File: src/rtl/core/mcba_pkg.sv
// ----------------------------------------------------------------------------
// mcba_pkg
// Types and constants shared by the chain allocator controller and datapath.
// ----------------------------------------------------------------------------
package mcba_pkg;

    localparam int WA = 17;
    localparam logic [15:0] SIZE_DEAD = 16'hffff;

    localparam logic [1:0] HT_NORMAL  = 2'd0;
    localparam logic [1:0] HT_LAST    = 2'd1;
    localparam logic [1:0] HT_INVALID = 2'd2;

    localparam logic [1:0] FIT_FIRST   = 2'd0;
    localparam logic [1:0] FIT_BEST    = 2'd1;
    localparam logic [1:0] FIT_LAST    = 2'd2;
    localparam logic [1:0] FIT_LARGEST = 2'd3;

    typedef enum logic [2:0] {
        ACT_ALLOC     = 3'd0,
        ACT_FREE      = 3'd1,
        ACT_RESIZE    = 3'd2,
        ACT_QUERY     = 3'd3,
        ACT_CHECK     = 3'd4,
        ACT_FREE_OWN  = 3'd5,
        ACT_WRITE_HDR = 3'd6,
        ACT_NOP       = 3'd7
    } t_action;

    typedef enum logic [1:0] {
        ST_OK        = 2'd0,
        ST_NOMEM     = 2'd1,
        ST_DESTROYED = 2'd2,
        ST_INVALID   = 2'd3
    } t_status;

    typedef struct packed {
        logic [1:0]  htype;
        logic [15:0] owner;
        logic [15:0] size;
    } t_hdr;

    localparam t_hdr HDR_DEAD = '{htype: HT_INVALID, owner: 16'd0, size: SIZE_DEAD};

    typedef struct packed {
        t_action     action;
        logic [15:0] req_size;
        logic [1:0]  fit_mode;
        logic [11:0] block;
        logic [15:0] owner;
        logic [1:0]  hdr_type;
        logic [15:0] hdr_size;
    } t_req;

    typedef struct packed {
        t_status     status;
        logic [11:0] block_out;
        logic [15:0] size_out;
    } t_result;

    typedef enum logic [4:0] {
        OP_NONE,
        OP_LOAD,
        OP_RD_A,
        OP_RD_Q,
        OP_LD_P,
        OP_LD_Q,
        OP_CALC_QA,
        OP_J_WQ,
        OP_J_WP,
        OP_AL_EVAL,
        OP_ADV,
        OP_PICK_BIG,
        OP_NOMEM_AL,
        OP_SET_FA,
        OP_AL_W_LO,
        OP_AL_W_HI,
        OP_AL_W_ALL,
        OP_RS_NOMEM,
        OP_RS_SPLIT1,
        OP_RS_SPLIT2,
        OP_RS_MOVE,
        OP_RS_OWN_EQ,
        OP_RS_OWN_SH,
        OP_FREE_W,
        OP_QUERY,
        OP_WALK_W,
        OP_HDR_W,
        OP_SET_ST,
        OP_EMIT
    } t_dp_op;

    typedef struct packed {
        t_dp_op  op;
        t_status st;
    } t_dp_cmd;

    typedef struct packed {
        t_action    act;
        logic [1:0] mode;
        logic       p_valid;
        logic       p_free;
        logic [1:0] p_type;
        logic       q_free;
        logic       q_valid;
        logic       join_ovf;
        logic       next_oob;
        logic       req_gt;
        logic       req_lt;
        logic       split_need;
        logic       stop;
        logic       found;
        logic       fs_zero;
        logic       blk_zero;
    } t_dp_stat;

    typedef enum logic [4:0] {
        S_IDLE,
        S_DISP,
        S_RD,
        S_LD,
        S_CHK,
        S_NEXT,
        S_J_TOP,
        S_J_RDQ,
        S_J_LDQ,
        S_J_CHK,
        S_J_WQ,
        S_J_WP,
        S_AL_EVAL,
        S_AL_END,
        S_AL_END2,
        S_AL_FA,
        S_AL_RD,
        S_AL_LD,
        S_AL_SPLIT,
        S_AL_WHI,
        S_RS_GROW,
        S_RS_SHR,
        S_RS_SP2,
        S_RS_MOVE,
        S_RS_FIN,
        S_DONE
    } t_state;

endpackage

File: src/rtl/core/mcba_ctrl.sv
// ----------------------------------------------------------------------------
// mcba_ctrl
// Sequencer that walks the header chain and drives the datapath.
// ----------------------------------------------------------------------------
module mcba_ctrl (
    input  logic               i_clk,
    input  logic               i_rst_n,
    input  logic               i_s_valid,
    output logic               o_s_ready,
    input  logic               i_m_ready,
    output logic               o_m_valid,
    input  mcba_pkg::t_dp_stat i_stat,
    output mcba_pkg::t_dp_cmd  o_cmd
);
    import mcba_pkg::*;

    t_state r_state, n_state;
    t_state r_jret, n_jret;
    logic   r_m_valid, n_m_valid;

    always_ff @(posedge i_clk) begin
        if (!i_rst_n) begin
            r_state   <= S_IDLE;
            r_jret    <= S_IDLE;
            r_m_valid <= 1'b0;
        end else begin
            r_state   <= n_state;
            r_jret    <= n_jret;
            r_m_valid <= n_m_valid;
        end
    end

    assign o_m_valid = r_m_valid;

    always_comb begin
        n_state   = r_state;
        n_jret    = r_jret;
        n_m_valid = r_m_valid && !i_m_ready;
        o_s_ready = 1'b0;
        o_cmd     = '{op: OP_NONE, st: ST_OK};
        unique case (r_state)
            S_IDLE: begin
                o_s_ready = 1'b1;
                if (i_s_valid) begin
                    o_cmd.op = OP_LOAD;
                    n_state  = S_DISP;
                end
            end
            S_DISP: begin
                priority case (i_stat.act)
                    ACT_WRITE_HDR: begin
                        o_cmd.op = OP_HDR_W;
                        n_state  = S_DONE;
                    end
                    ACT_NOP: n_state = S_DONE;
                    default: n_state = S_RD;
                endcase
            end
            S_RD: begin
                o_cmd.op = OP_RD_A;
                n_state  = S_LD;
            end
            S_LD: begin
                o_cmd.op = OP_LD_P;
                n_state  = S_CHK;
            end
            S_CHK: begin
                n_state = S_DONE;
                priority case (i_stat.act)
                    ACT_ALLOC: begin
                        priority if (!i_stat.p_valid) begin
                            o_cmd = '{op: OP_SET_ST, st: ST_DESTROYED};
                        end else if (i_stat.p_free) begin
                            n_jret  = S_AL_EVAL;
                            n_state = S_J_TOP;
                        end else if (i_stat.p_type == HT_LAST) begin
                            n_state = S_AL_END;
                        end else begin
                            n_state = S_NEXT;
                        end
                    end
                    ACT_FREE: begin
                        if (i_stat.blk_zero || i_stat.p_type[1]) begin
                            o_cmd = '{op: OP_SET_ST, st: ST_INVALID};
                        end else begin
                            o_cmd.op = OP_FREE_W;
                        end
                    end
                    ACT_RESIZE: begin
                        priority if (!i_stat.p_valid) begin
                            o_cmd = '{op: OP_SET_ST, st: ST_DESTROYED};
                        end else if (i_stat.req_gt) begin
                            n_jret  = S_RS_GROW;
                            n_state = S_J_TOP;
                        end else begin
                            n_state = S_RS_SHR;
                        end
                    end
                    ACT_QUERY: o_cmd.op = OP_QUERY;
                    ACT_CHECK, ACT_FREE_OWN: begin
                        if (!i_stat.p_valid) begin
                            o_cmd = '{op: OP_SET_ST, st: ST_DESTROYED};
                        end else begin
                            o_cmd.op = OP_WALK_W;
                            if (i_stat.p_type != HT_LAST) begin
                                n_state = S_NEXT;
                            end
                        end
                    end
                    default: ;
                endcase
            end
            S_NEXT: begin
                if (i_stat.next_oob) begin
                    o_cmd   = '{op: OP_SET_ST, st: ST_DESTROYED};
                    n_state = S_DONE;
                end else begin
                    o_cmd.op = OP_ADV;
                    n_state  = S_RD;
                end
            end
            S_J_TOP: begin
                if (i_stat.p_type != HT_NORMAL) begin
                    n_state = r_jret;
                end else begin
                    o_cmd.op = OP_CALC_QA;
                    n_state  = S_J_RDQ;
                end
            end
            S_J_RDQ: begin
                o_cmd.op = OP_RD_Q;
                n_state  = S_J_LDQ;
            end
            S_J_LDQ: begin
                o_cmd.op = OP_LD_Q;
                n_state  = S_J_CHK;
            end
            S_J_CHK: begin
                priority if (!i_stat.q_free) begin
                    n_state = r_jret;
                end else if (!i_stat.q_valid || i_stat.join_ovf) begin
                    o_cmd   = '{op: OP_SET_ST, st: ST_DESTROYED};
                    n_state = S_DONE;
                end else begin
                    n_state = S_J_WQ;
                end
            end
            S_J_WQ: begin
                o_cmd.op = OP_J_WQ;
                n_state  = S_J_WP;
            end
            S_J_WP: begin
                o_cmd.op = OP_J_WP;
                n_state  = S_J_TOP;
            end
            S_AL_EVAL: begin
                o_cmd.op = OP_AL_EVAL;
                priority if (i_stat.stop) begin
                    n_state = S_AL_FA;
                end else if (i_stat.p_type == HT_LAST) begin
                    n_state = S_AL_END;
                end else begin
                    n_state = S_NEXT;
                end
            end
            S_AL_END: begin
                o_cmd.op = OP_PICK_BIG;
                n_state  = S_AL_END2;
            end
            S_AL_END2: begin
                if (!i_stat.found || i_stat.fs_zero) begin
                    o_cmd.op = OP_NOMEM_AL;
                    n_state  = S_DONE;
                end else begin
                    n_state = S_AL_FA;
                end
            end
            S_AL_FA: begin
                o_cmd.op = OP_SET_FA;
                n_state  = S_AL_RD;
            end
            S_AL_RD: begin
                o_cmd.op = OP_RD_A;
                n_state  = S_AL_LD;
            end
            S_AL_LD: begin
                o_cmd.op = OP_LD_P;
                n_state  = S_AL_SPLIT;
            end
            S_AL_SPLIT: begin
                if (i_stat.split_need) begin
                    o_cmd.op = OP_AL_W_LO;
                    n_state  = S_AL_WHI;
                end else begin
                    o_cmd.op = OP_AL_W_ALL;
                    n_state  = S_DONE;
                end
            end
            S_AL_WHI: begin
                o_cmd.op = OP_AL_W_HI;
                n_state  = S_DONE;
            end
            S_RS_GROW: begin
                if (i_stat.req_gt) begin
                    o_cmd.op = OP_RS_NOMEM;
                    n_state  = S_DONE;
                end else begin
                    n_state = S_RS_SHR;
                end
            end
            S_RS_SHR: begin
                if (i_stat.req_lt) begin
                    o_cmd.op = OP_RS_SPLIT1;
                    n_state  = S_RS_SP2;
                end else begin
                    o_cmd.op = OP_RS_OWN_EQ;
                    n_state  = S_DONE;
                end
            end
            S_RS_SP2: begin
                o_cmd.op = OP_RS_SPLIT2;
                n_state  = S_RS_MOVE;
            end
            S_RS_MOVE: begin
                o_cmd.op = OP_RS_MOVE;
                n_jret   = S_RS_FIN;
                n_state  = S_J_TOP;
            end
            S_RS_FIN: begin
                o_cmd.op = OP_RS_OWN_SH;
                n_state  = S_DONE;
            end
            S_DONE: begin
                if (!r_m_valid || i_m_ready) begin
                    o_cmd.op  = OP_EMIT;
                    n_m_valid = 1'b1;
                    n_state   = S_IDLE;
                end
            end
            default: n_state = S_IDLE;
        endcase
    end

endmodule

File: config.mk
export PLATFORM = sky130hd
export DESIGN_NAME = mcba_ctrl
export DESIGN_NICKNAME = d
export VERILOG_FILES = /design/src/rtl/core/mcba_pkg.sv /design/src/rtl/core/mcba_ctrl.sv
export SDC_FILE = /design/constraint.sdc
export NUM_CORES = 1
export LEC_CHECK = 0
export ABC_AREA = 1
export BUFFER_PORTS_ARGS = -buffer_cell sky130_fd_sc_hd__buf_2
export CAP_MARGIN = 20
export CELL_PAD_IN_SITES_DETAIL_PLACEMENT = 1
export CELL_PAD_IN_SITES_GLOBAL_PLACEMENT = 2
export CORE_AREA = 2 2 73 75
export DETAILED_ROUTE_END_ITERATION = 8
export DIE_AREA = 0 0 75 77
export PLACE_DENSITY_LB_ADDON = 0.3
export SLEW_MARGIN = 10
export SYNTH_ARGS = -nofsm -noshare
export SYNTH_HDL_FRONTEND = slang
export SYNTH_SLANG_ARGS = --single-unit
export TNS_END_PERCENT = 10
File: constraint.sdc
create_clock -name i_clk -period 2.1 [get_ports i_clk]
set_clock_uncertainty 0.05 [all_clocks]
set_input_delay 0 -clock i_clk [delete_from_list [all_inputs] [get_ports i_clk]]
set_output_delay 0 -clock i_clk [all_outputs]
set_load 0.05 [all_outputs]
* Word-level counts from Yosys, hierarchy flattened
Index checks and enable logic that the tools add are counted.
** Word-level totals
- Output and inout bits :: 9
- Bits of input ports :: 24
- Flip-flop bits (word level) :: 11
- Logic and storage cells :: 117
** Cells by class
- Mux-type cells :: 51
- Eq/ne operators :: 41
- Reductions and logical operators :: 22
** Operators by type and width (number)
- 5-bit one-hot mux with 24 select lines :: 2
- 5-bit 2-to-1 mux :: 23
- 5-bit equality test, second input constant :: 10
- 5-bit by 4-bit equality test with 1-bit output, second input constant :: 8
- 4-bit 2-to-1 mux :: 7
- 7-bit 2-to-1 mux :: 3
- 5-bit by 3-bit equality test with 1-bit output, second input constant :: 4
- 5-bit one-hot mux with 2 select lines :: 2
- 5-bit one-hot mux with 4 select lines :: 1
- 5-bit one-hot mux with 3 select lines :: 1
- 2-bit OR reduction :: 7
- 3-bit equality test, second input constant :: 4
- 3-bit inequality test, second input constant :: 4
- 2-bit one-hot mux with 3 select lines :: 2
- 5-bit by 2-bit equality test with 1-bit output, second input constant :: 2
- 2-bit 2-to-1 mux :: 4
- 3-bit by 2-bit equality test with 1-bit output, second input constant :: 2
- 3-bit 2-to-1 mux :: 2
- 6-bit AND reduction :: 1
- 5-bit by 1-bit equality test with 1-bit output, second input constant :: 1
- 5-bit zero test :: 1
- 1-bit zero test :: 4
- 1-bit logical OR :: 4
- 1-bit 2-to-1 mux :: 4
- other kinds (9) :: 11

* Longest topological paths before layout
Gate-level depths: netlist (run 1).
- Word-level depth :: 6
- Depth in mapped cells :: 12
- Mapped depth without buffers :: 11

* Worst setup path before layout (run 1)
No wires, ideal clock.
- Kind :: reg2out
- From :: register r_state[0]
- To :: output port o_cmd[2] (netlist name)
- Arrival time :: 2.007 ns
- Required time :: 2.050 ns
- Path buffers :: 1
- Path slack :: 0.043 ns
- Cell stages (with the launch flop) :: 9
- Cells stage by stage :: dfxtp_1 buf_2 nor2_4 nand2_1 nor2_1 nand2_1 nand2_1 nor4_1 nand3_1
** RTL lines
- start: declaration :: line mcba_ctrl.sv:17 : t_state r_state, n_state;
- start signal: assignment :: line mcba_ctrl.sv:27 : r_state <= n_state;
- end: declaration :: line mcba_ctrl.sv:13 : output mcba_pkg::t_dp_cmd o_cmd

==> metrics.yaml, run 1 <==
final_layout_size_suffix_gt1_frac: 0.192
ys_top_cells_by_count: "sky130_fd_sc_hd__nand2_1 (75), sky130_fd_sc_hd__nor2_1 (55), sky130_fd_sc_hd__inv_1 (43), sky130_fd_sc_hd__nand3_1 (30), sky130_fd_sc_hd__dfxtp_1 (9)"
run_status: "completed"
layout.cells.non_filler: 378
synthesis.area_um2: 1320
routed_wl_um: 5510
largest_net_degree_at_the_start_of_global_routing: 13
synth_nets: 292
fin_hold_ws_ns: 0.0203
fp.dieW_um: 75
global_route.usage.total: 0.200
wl_per_cell_um: 14.6
synth_top_cell_area_share: 0.213
place.detailed.hpwl_um: 4780
placed_cells: 373
worst_slew_margin_rel: 0.740
core.rowCount: 26
ioPinCount: 33
clk_root_buffer_cell: "sky130_fd_sc_hd__clkbuf_8"
final.period_utilization: 0.958
mean_instance_size_in_the_synthesized_netlist_um2: 4.93
path_class: "register to output pin"
num_antenna_cells: 0
clock_insertion_delay_worst_skew_ns: 0.23
count_of_nets_left_with_antenna_violations_after_detail_routing: 0
yosys_warnings: 0
core_footprint_um2: 4980
endpoint_kind: "output pin"
cts_tree: "done"
min_period_ns: 2.01
synth.distinct_cells: 24
final_hold_vios: 0
cp_slowest_stage_delay_ns: 0.42
gr-total-overflow: 0
worst_ep_required_time_ns: 2.05
yosys.area.top_type: "sky130_fd_sc_hd__nand2_1"
dr_total_vias: 1818
synth_seq_cells: 9
power.leakage_nw: 0.981
area_growth_syn_to_layout_pct: 27.7
power_density_nw_per_um2: 983
post-route-drc-count: 0
worst-slew-pin-transition_ns: 0.387
detail_route.vias_per_cell: 4.81
cts.clk_slew.worst_paths_ns: 0.04
clock_sink_count: 9
firstDrtPassIters: 4
critical_path.slowest_cell: "sky130_fd_sc_hd__dfxtp_1"
total_power_mw: 1.66
achievable-frequency_mhz: 497
hold_class: "input pin to register"
critical_path.cell_chain: "inv_1, nor2_4, nand3_1, o21ai_0, nor2_1, nand4_1, buf_2"
dieArea_um2: 5780
die_h_um: 77
fin_nets: 333
cts_max_level: 1
synthesis.instances: 268
vdd.ir_drop.worst_v: 0.000307
synthFlopType: "sky130_fd_sc_hd__dfxtp_1"
timing.critical_path.arrival_ns: 1.96
final_max_slew_viol_count: 0
finalWeightedCongestion: 0.845
start_util: 0.266
yosys-top-cells-area: "sky130_fd_sc_hd__nand2_1 (21%), sky130_fd_sc_hd__nor2_1 (16%), sky130_fd_sc_hd__dfxtp_1 (14%), sky130_fd_sc_hd__inv_1 (12%), sky130_fd_sc_hd__nand3_1 (11%)"
fin_tns_setup_ns: 0
ctsLongestPathBuffers: 2
wire_length_of_the_first_global_routing_pass_um: 8890
max-cap-violations: 0
critical_path.top_delay_family: "simple AND/OR/NAND/NOR gates"
crit_path_start_kind: "register"
synth_sequential_area_ratio: 0.136
critical_path.max_fanout: 7
yosys.cell_count.top_type: "sky130_fd_sc_hd__nand2_1"
drt_iter0_drc: 118
port_buffers: 30
filler_cell_count_in_the_final_layout: 717
fin_util: 0.339
worst-path-buf-inv: 2
initial_antenna_violation_count: 0
postCtsSetupBuffers: 0
numCtsBuffers: 3
count_of_flip_flops_with_a_built_in_enable_after_synthesis: 0
finalSetupViolations: 0
async_flop_share: 0
first_global_vias: 1822
==> tightest hold or removal path: stages <==
cell,delay (ns)
sky130_fd_sc_hd__buf_2,0.07
sky130_fd_sc_hd__nor2_1,0.03
sky130_fd_sc_hd__inv_1,0.08
sky130_fd_sc_hd__a21oi_1,0.07
==> layout make-up <==
type	count	area [um^2]	share of cell area
Multi-Input combinational cell	211	987	0.584
Timing Repair Buffer	38	213	0.126
Sequential cell	9	184	0.109
Inverter	46	173	0.102
Tap cell	70	87.6	0.0519
Clock buffer	4	45.0	0.0267
==> power breakdown <==
group / internal, mW / total, mW / switching (mW)
logic: 0.322 / 1.16 / 0.836
clock network: 0.132 / 0.202 / 0.0692
registers: 0.213 / 0.301 / 0.0882
==> kinds of logic (layout without fill, tap and decap cells) <==
group,after synthesis,count (layout),synth area share
AO/OA/AOI/OAI,22,22,0.0946
AND/OR/NAND/NOR,189,189,0.631
flip-flops,9,9,0.136
buffers and inverters,48,88,0.138
==> through the flow <==
| stage | setup WS [ns] | cell area, um^2 |
|---|---|---|
| after floorplan | 0.0434 | 1320 |
| after global placement | 0.155 | 1600 |
| after detailed placement | 0.180 | 1600 |
| after CTS | 0.00994 | 1660 |
| after global routing | -0.0102 | 1690 |
| final | 0.0879 | 1690 |
==> state kept, by name, indices dropped and copies added (netlist names) <==
register   cells
r_jret         3
o_m_valid      1
r_state        5
==> final timing paths <==
check	endpoint	start	cells past startpoint	slack, ns
setup / recovery	o_cmd[6]	r_state[3]$_SDFFE_PN0P_	7	0.09
hold / removal	o_m_valid$_SDFF_PN0_	i_m_ready	4	0.02
setup reg to reg	r_state[3]$_SDFFE_PN0P_	r_state[3]$_SDFFE_PN0P_	11	0.33
hold reg to reg	r_jret[3]$_SDFFE_PN0P_	r_jret[3]$_SDFFE_PN0P_	2	0.46
==> layout by cell type, fill, tap and decap left out, drive strengths merged <==
master,n
or2,1
nand2,75
o211ai,3
o21ai,8
a21oi,6
buf,37
clkbuf,4
nor3b,1
o22ai,2
nand3b,3
dlygate4sd3,1
a31oi,2
inv,46
nor3,9
nor4,2
nor2,59
dfxtp,9
nand3,31
nand4,8
a211oi,1
==> metal layers <==
metal | global-route usage | vias to the layer above | routed length [um] | part of all wire
met5 | 0 | - | 0 | 0
met4 | 0.0268 | 0 | 59 | 0.011
met3 | 0.0223 | 4 | 167 | 0.030
met2 | 0.319 | 30 | 2620 | 0.48
met1 | 0.291 | 849 | 2660 | 0.48
li1 | - | 935 | - | -
==> what timing repair did <==
item / in CTS / in global routing
gates resized for setup: 2 / 9
hold buffers: 1 / 0
hold endpoints to repair: 3 / 0
endpoints found under the setup margin: 3 / 5
Power figures use the tool's default switching activity.
==> inputs of run 2 (changes only) <==
--- a/config.mk
+++ b/config.mk
@@ -14,6 +14,7 @@
 export DETAILED_ROUTE_END_ITERATION = 8
 export DIE_AREA = 0 0 75 77
 export PLACE_DENSITY_LB_ADDON = 0.3
+export RECOVER_POWER = 50
 export SLEW_MARGIN = 10
 export SYNTH_ARGS = -nofsm -noshare
 export SYNTH_HDL_FRONTEND = slang
==> metrics.yaml, run 2 (synthesis gave the netlist of run 1 again) <==
run_status: "completed"
worst-slew-pin-transition_ns: 0.589
critical_path.max_fanout: 7
final_layout_size_suffix_gt1_frac: 0.185
dieArea_um2: 5780
cts_max_level: 1
wl_per_cell_um: 14.6
dr_total_vias: 1820
fp.dieW_um: 75
drt_iter0_drc: 118
worstRegToRegCells: 11
start_util: 0.266
vdd.ir_drop.worst_v: 0.000307
largest_register_ffs: 5
global_route.usage.total: 0.200
ctsLongestPathBuffers: 2
min_period_ns: 2.01
cts_tree: "done"
post_dp_cell_area_um2: 1600
clock_sink_count: 9
count_of_nets_left_with_antenna_violations_after_detail_routing: 0
final_hold_vios: 0
initial_antenna_violation_count: 0
endpoint_kind: "output pin"
worst_slew_margin_rel: 0.609
fin_util: 0.339
wire_length_of_the_first_global_routing_pass_um: 8890
fin_nets: 333
routed_wl_um: 5510
first_global_vias: 1822
power_density_nw_per_um2: 981
power.leakage_nw: 0.975
placed_cells: 373
layout.cells.most_common_list: "sky130_fd_sc_hd__nand2_1 (73), sky130_fd_sc_hd__nor2_1 (53), sky130_fd_sc_hd__inv_1 (43)"
place.detailed.hpwl_um: 4780
worst_ep_required_time_ns: 2.05
area_growth_syn_to_layout_pct: 27.5
largest_net_degree_at_the_start_of_global_routing: 13
final_max_slew_viol_count: 0
layout.cells.non_filler: 378
filler_cell_count_in_the_final_layout: 717
post-route-drc-count: 0
crit_path_start_kind: "register"
design_internal_power_uw: 660
hold_class: "input pin to register"
ioPinCount: 33
design_area_um2: 1690
clk_root_buffer_cell: "sky130_fd_sc_hd__clkbuf_8"
critical_path.cell_chain: "inv_1, nor2_4, nand3_1, o21ai_0, nor2_1, nand4_1, buf_2"
detail_route.vias_per_cell: 4.81
regMostFlops: "r_state"
critical_path.slowest_cell: "sky130_fd_sc_hd__dfxtp_1"
comb_power_share: 0.696
p_seq_frac: 0.182
worstHoldPathCells: 4
max-cap-violations: 0
num_antenna_cells: 0
finalSetupViolations: 0
mostFrequentLayoutCell: "sky130_fd_sc_hd__nand2_1"
achievable-frequency_mhz: 497
finalWeightedCongestion: 0.845
die_h_um: 77
firstDrtPassIters: 4
cp_slowest_stage_delay_ns: 0.42
path_class: "register to output pin"
power.share.switching: 0.601
numCtsBuffers: 3
core.rowCount: 26
core_footprint_um2: 4980
clock_insertion_delay_worst_skew_ns: 0.23
multi_input_comb_area_um2: 987
gr-total-overflow: 0
switching_power_uw: 994
timing.critical_path.arrival_ns: 1.96
pwr-share-clk: 0.122
final.period_utilization: 0.958
cts.clk_slew.worst_paths_ns: 0.04
storage_element_area_um2: 184
port_buffers: 30
-- run 2: cell types whose count changed in the layout (fill, tap and decap cells not counted), sizes merged --
cell and delta:
buf -2, clkbuf +2
-- run 2: per-stage QoR --
step	hold slack [ns]	power (mW)	TNS, ns	setup WS (ns)
2_1_floorplan	0.0476	1.07	0	0.0434
3_5_place_dp	0.204	1.43	0	0.180
4_1_cts	0.0198	1.64	0	0.00994
6_report	0.0203	1.65	0	0.0888
3_3_place_gp	0.199	1.43	0	0.155
5_1_grt	0.0599	1.79	-0.0185	-0.0102
-- run 2: cell type report --
| class | instances | area share |
|---|---|---|
| multi-input combinational | 211 | 0.585 |
| inverter | 46 | 0.102 |
| sequential | 9 | 0.109 |
| timing repair buffer | 38 | 0.125 |
| clock buffer | 4 | 0.0267 |
| tap | 70 | 0.0519 |
-- run 2: repair_timing --
| item | 4_1_cts | 5_1_grt |
|---|---|---|
| gates resized for setup | 2 | 9 |
| pin swaps | 0 | 0 |
| hold buffers | 1 | 0 |
| buffers inserted | 0 | 0 |
| setup endpoints to repair | 3 | 5 |
| hold endpoints to repair | 3 | 0 |
-- run 2: path summary, 6_finish.rpt --
kind	end	from	slack, ns
setup / recovery	o_cmd[6]	r_state[3]$_SDFFE_PN0P_	0.09
hold / removal	o_m_valid$_SDFF_PN0_	i_m_ready	0.02
setup reg to reg	r_state[3]$_SDFFE_PN0P_	r_state[3]$_SDFFE_PN0P_	0.33
hold reg to reg	r_jret[3]$_SDFFE_PN0P_	r_jret[3]$_SDFFE_PN0P_	0.46
-- run 2: critical path: cells and delay by family, from the launching register on --
kind / cells / cell delay, ns
AO/OA/AOI/OAI: 1 / 0.20
buffers and inverters: 2 / 0.41
flip-flops: 1 / 0.42
AND/OR/NAND/NOR: 4 / 0.70
-- run 2: power by group through the flow --
stage / combinational, mW / clock (mW) / sequential (mW)
finish: 1.15 / 0.202 / 0.301
global route: 1.27 / 0.216 / 0.308
CTS: 1.14 / 0.205 / 0.297
detailed placement: 1.13 / 0 / 0.298
global placement: 1.14 / 0 / 0.295
floorplan: 0.828 / 0 / 0.242
-- run 2: layer usage --
| metal | vias to the layer above | wire (um) | share of wire | global-route usage |
|---|---|---|---|---|
| li1 | 935 | - | - | - |
| met2 | 32 | 2620 | 0.48 | 0.319 |
| met5 | - | 0 | 0 | 0 |
| met4 | 0 | 59 | 0.011 | 0.0268 |
| met1 | 849 | 2660 | 0.48 | 0.291 |
| met3 | 4 | 171 | 0.031 | 0.0223 |
==> inputs of run 3 (changes only) <==
--- a/config.mk
+++ b/config.mk
@@ -5,14 +5,14 @@
 export SDC_FILE = /design/constraint.sdc
 export NUM_CORES = 1
 export LEC_CHECK = 0
-export ABC_AREA = 1
+export ABC_AREA = 0
 export BUFFER_PORTS_ARGS = -buffer_cell sky130_fd_sc_hd__buf_2
 export CAP_MARGIN = 20
 export CELL_PAD_IN_SITES_DETAIL_PLACEMENT = 1
 export CELL_PAD_IN_SITES_GLOBAL_PLACEMENT = 2
-export CORE_AREA = 2 2 73 75
+export CORE_AREA = 2 2 72 74
 export DETAILED_ROUTE_END_ITERATION = 8
-export DIE_AREA = 0 0 75 77
+export DIE_AREA = 0 0 74 76
 export PLACE_DENSITY_LB_ADDON = 0.3
 export RECOVER_POWER = 50
 export SLEW_MARGIN = 10
==> metrics.yaml, run 3 <==
run_status: "completed"
vdd.ir_drop.worst_v: 0.000466
num_antenna_cells: 0
area_growth_syn_to_layout_pct: 28.0
design_area_um2: 1860
mean_instance_size_in_the_synthesized_netlist_um2: 6.50
critical_path.max_fanout: 13
final.period_utilization: 0.998
numCtsBuffers: 3
die_h_um: 76
routed_wl_um: 6240
worstRegToRegCells: 6
post-route-drc-count: 0
synthesis.area_um2: 1450
port_buffers: 30
worst_ep_required_time_ns: 2.05
fin_nets: 284
final_max_slew_viol_count: 0
largest_register_ffs: 5
pre_cts_slack_ns: 0.133
met2_usage: 0.355
post_dp_cell_area_um2: 1770
min_period_ns: 2.10
crit_path_start_kind: "register"
achievable-frequency_mhz: 477
global_route.usage.total: 0.227
power_density_nw_per_um2: 1160
place.detailed.hpwl_um: 4980
power.leakage_nw: 0.678
count_of_nets_left_with_antenna_violations_after_detail_routing: 0
mostFrequentLayoutCell: "sky130_fd_sc_hd__buf_2"
synth_top_cell_area_share: 0.124
yosys.cell_count.top_type: "sky130_fd_sc_hd__o21ai_0"
dr_total_vias: 1920
gr-total-overflow: 0
layout.cells.most_common_list: "sky130_fd_sc_hd__buf_2 (24), sky130_fd_sc_hd__o21ai_0 (20), sky130_fd_sc_hd__a21oi_1 (18), sky130_fd_sc_hd__buf_4 (18), sky130_fd_sc_hd__nand2_1 (16)"
final_hold_vios: 0
timing.critical_path.arrival_ns: 2.05
synth_nets: 247
reg2reg_slack_ns: 0.18
yosys.area.top_type: "sky130_fd_sc_hd__dfxtp_1"
async_flop_share: 0
hold_class: "input pin to register"
setup_repair_after_global_routing_missed_its_margin: "yes"
ioPinCount: 33
wire_length_of_the_first_global_routing_pass_um: 9920
ctsHoldBuffers: 0
global_route.usage.met1: 0.316
synth_sequential_area_ratio: 0.124
first_global_vias: 1835
core.rowCount: 26
fin_util: 0.378
final_layout_size_suffix_gt1_frac: 0.259
finalSetupViolations: 0
cts.clk_slew.worst_paths_ns: 0.05
synth_seq_cells: 9
yosys-top-cells-area: "sky130_fd_sc_hd__dfxtp_1 (12%), sky130_fd_sc_hd__o21ai_0 (6.9%), sky130_fd_sc_hd__a21oi_1 (6.2%), sky130_fd_sc_hd__nand2b_1 (5.6%), sky130_fd_sc_hd__nor2b_1 (5.6%)"
path_class: "register to output pin"
max-cap-violations: 0
synth.distinct_cells: 50
drt_iter0_drc: 190
clock_sink_count: 9
ctsLongestPathBuffers: 2
core_footprint_um2: 4910
wl_per_cell_um: 19.0
initial_antenna_violation_count: 0
postCtsSetupBuffers: 0
grt.busiest_layer: "met2"
clock_insertion_delay_worst_skew_ns: 0.24
finalWeightedCongestion: 0.898
layout_setup_ws_ns: 0.00338
largest_net_degree_at_the_start_of_global_routing: 20
worstHoldPathCells: 2
dieArea_um2: 5620
regMostFlops: "r_state"
cts_tree: "done"
synthesis.instances: 223
cts_max_level: 1
synthFlopType: "sky130_fd_sc_hd__dfxtp_1"
count_of_flip_flops_with_a_built_in_enable_after_synthesis: 0
firstDrtPassIters: 4
detail_route.vias_per_cell: 5.84
worst-slew-pin-transition_ns: 0.593
fin_tns_setup_ns: 0
grt.met3_usage: 0.0357
start_util: 0.295
clk_root_buffer_cell: "sky130_fd_sc_hd__clkbuf_8"
ctsResizeCount: 4
fp.dieW_um: 74
endpoint_kind: "output pin"
ys_top_cells_by_count: "sky130_fd_sc_hd__o21ai_0 (20), sky130_fd_sc_hd__a21oi_1 (18), sky130_fd_sc_hd__nand2_1 (16), sky130_fd_sc_hd__nor3_1 (15)"
worst_slew_margin_rel: 0.606
yosys_warnings: 0
[run 3: cell type report]
cell class                 instances  area [um^2]
timing repair buffer              49          314
clock buffer                       3         41.3
clock inverter                     1         5.00
tap                               70         87.6
multi-input combinational        190         1200
fill                             644         3060
inverter                           7         26.3
sequential                         9          185
[run 3: worst paths after layout]
path	start	end
max	r_state[1]$_SDFFE_PN0P_	o_cmd[2]
min	i_rst_n	r_jret[3]$_SDFFE_PN0P_
max reg2reg	r_state[1]$_SDFFE_PN0P_	r_state[1]$_SDFFE_PN0P_
min reg2reg	r_jret[2]$_SDFFE_PN0P_	r_jret[2]$_SDFFE_PN0P_
[run 3: cell families after synthesis]
family / count (synthesis) / synth area share
simple gates: 103 / 0.404
compound gates: 85 / 0.387
mux: 2 / 0.0138
buf+inv: 24 / 0.0716
flops: 9 / 0.124
[run 3: power by group]
part / internal, mW / switching (mW)
Clock: 0.130 / 0.0734
Combinational: 0.594 / 1.06
Sequential: 0.210 / 0.0854
Total: 0.934 / 1.22
[run 3: critical path: stages (launching register included)]
cell	delay (ns)
sky130_fd_sc_hd__dfxtp_2	0.37
sky130_fd_sc_hd__buf_12	0.16
sky130_fd_sc_hd__nand2b_1	0.26
sky130_fd_sc_hd__nor3_1	0.42
sky130_fd_sc_hd__a31oi_1	0.07
sky130_fd_sc_hd__buf_4	0.18
sky130_fd_sc_hd__o2111ai_1	0.11
sky130_fd_sc_hd__buf_4	0.24
[run 3: per-layer routing]
layer  wire length (um)  share of wire  vias up
met5                  0              0        -
met4                200          0.032        0
met3                254          0.041       12
met2               2940           0.47       51
met1               2840           0.46      935
li1                   -              -      922
[run 3: stage by stage]
step / hold WS (ns) / std cells / power (mW)
detailed placement: 0.254 / 325 / 1.87
global route: 0.0157 / 329 / 2.28
global placement: 0.251 / 325 / 1.88
finish: 0.0101 / 329 / 2.15
floorplan: 0.0779 / 223 / 1.36
CTS: 0.00240 / 329 / 2.11
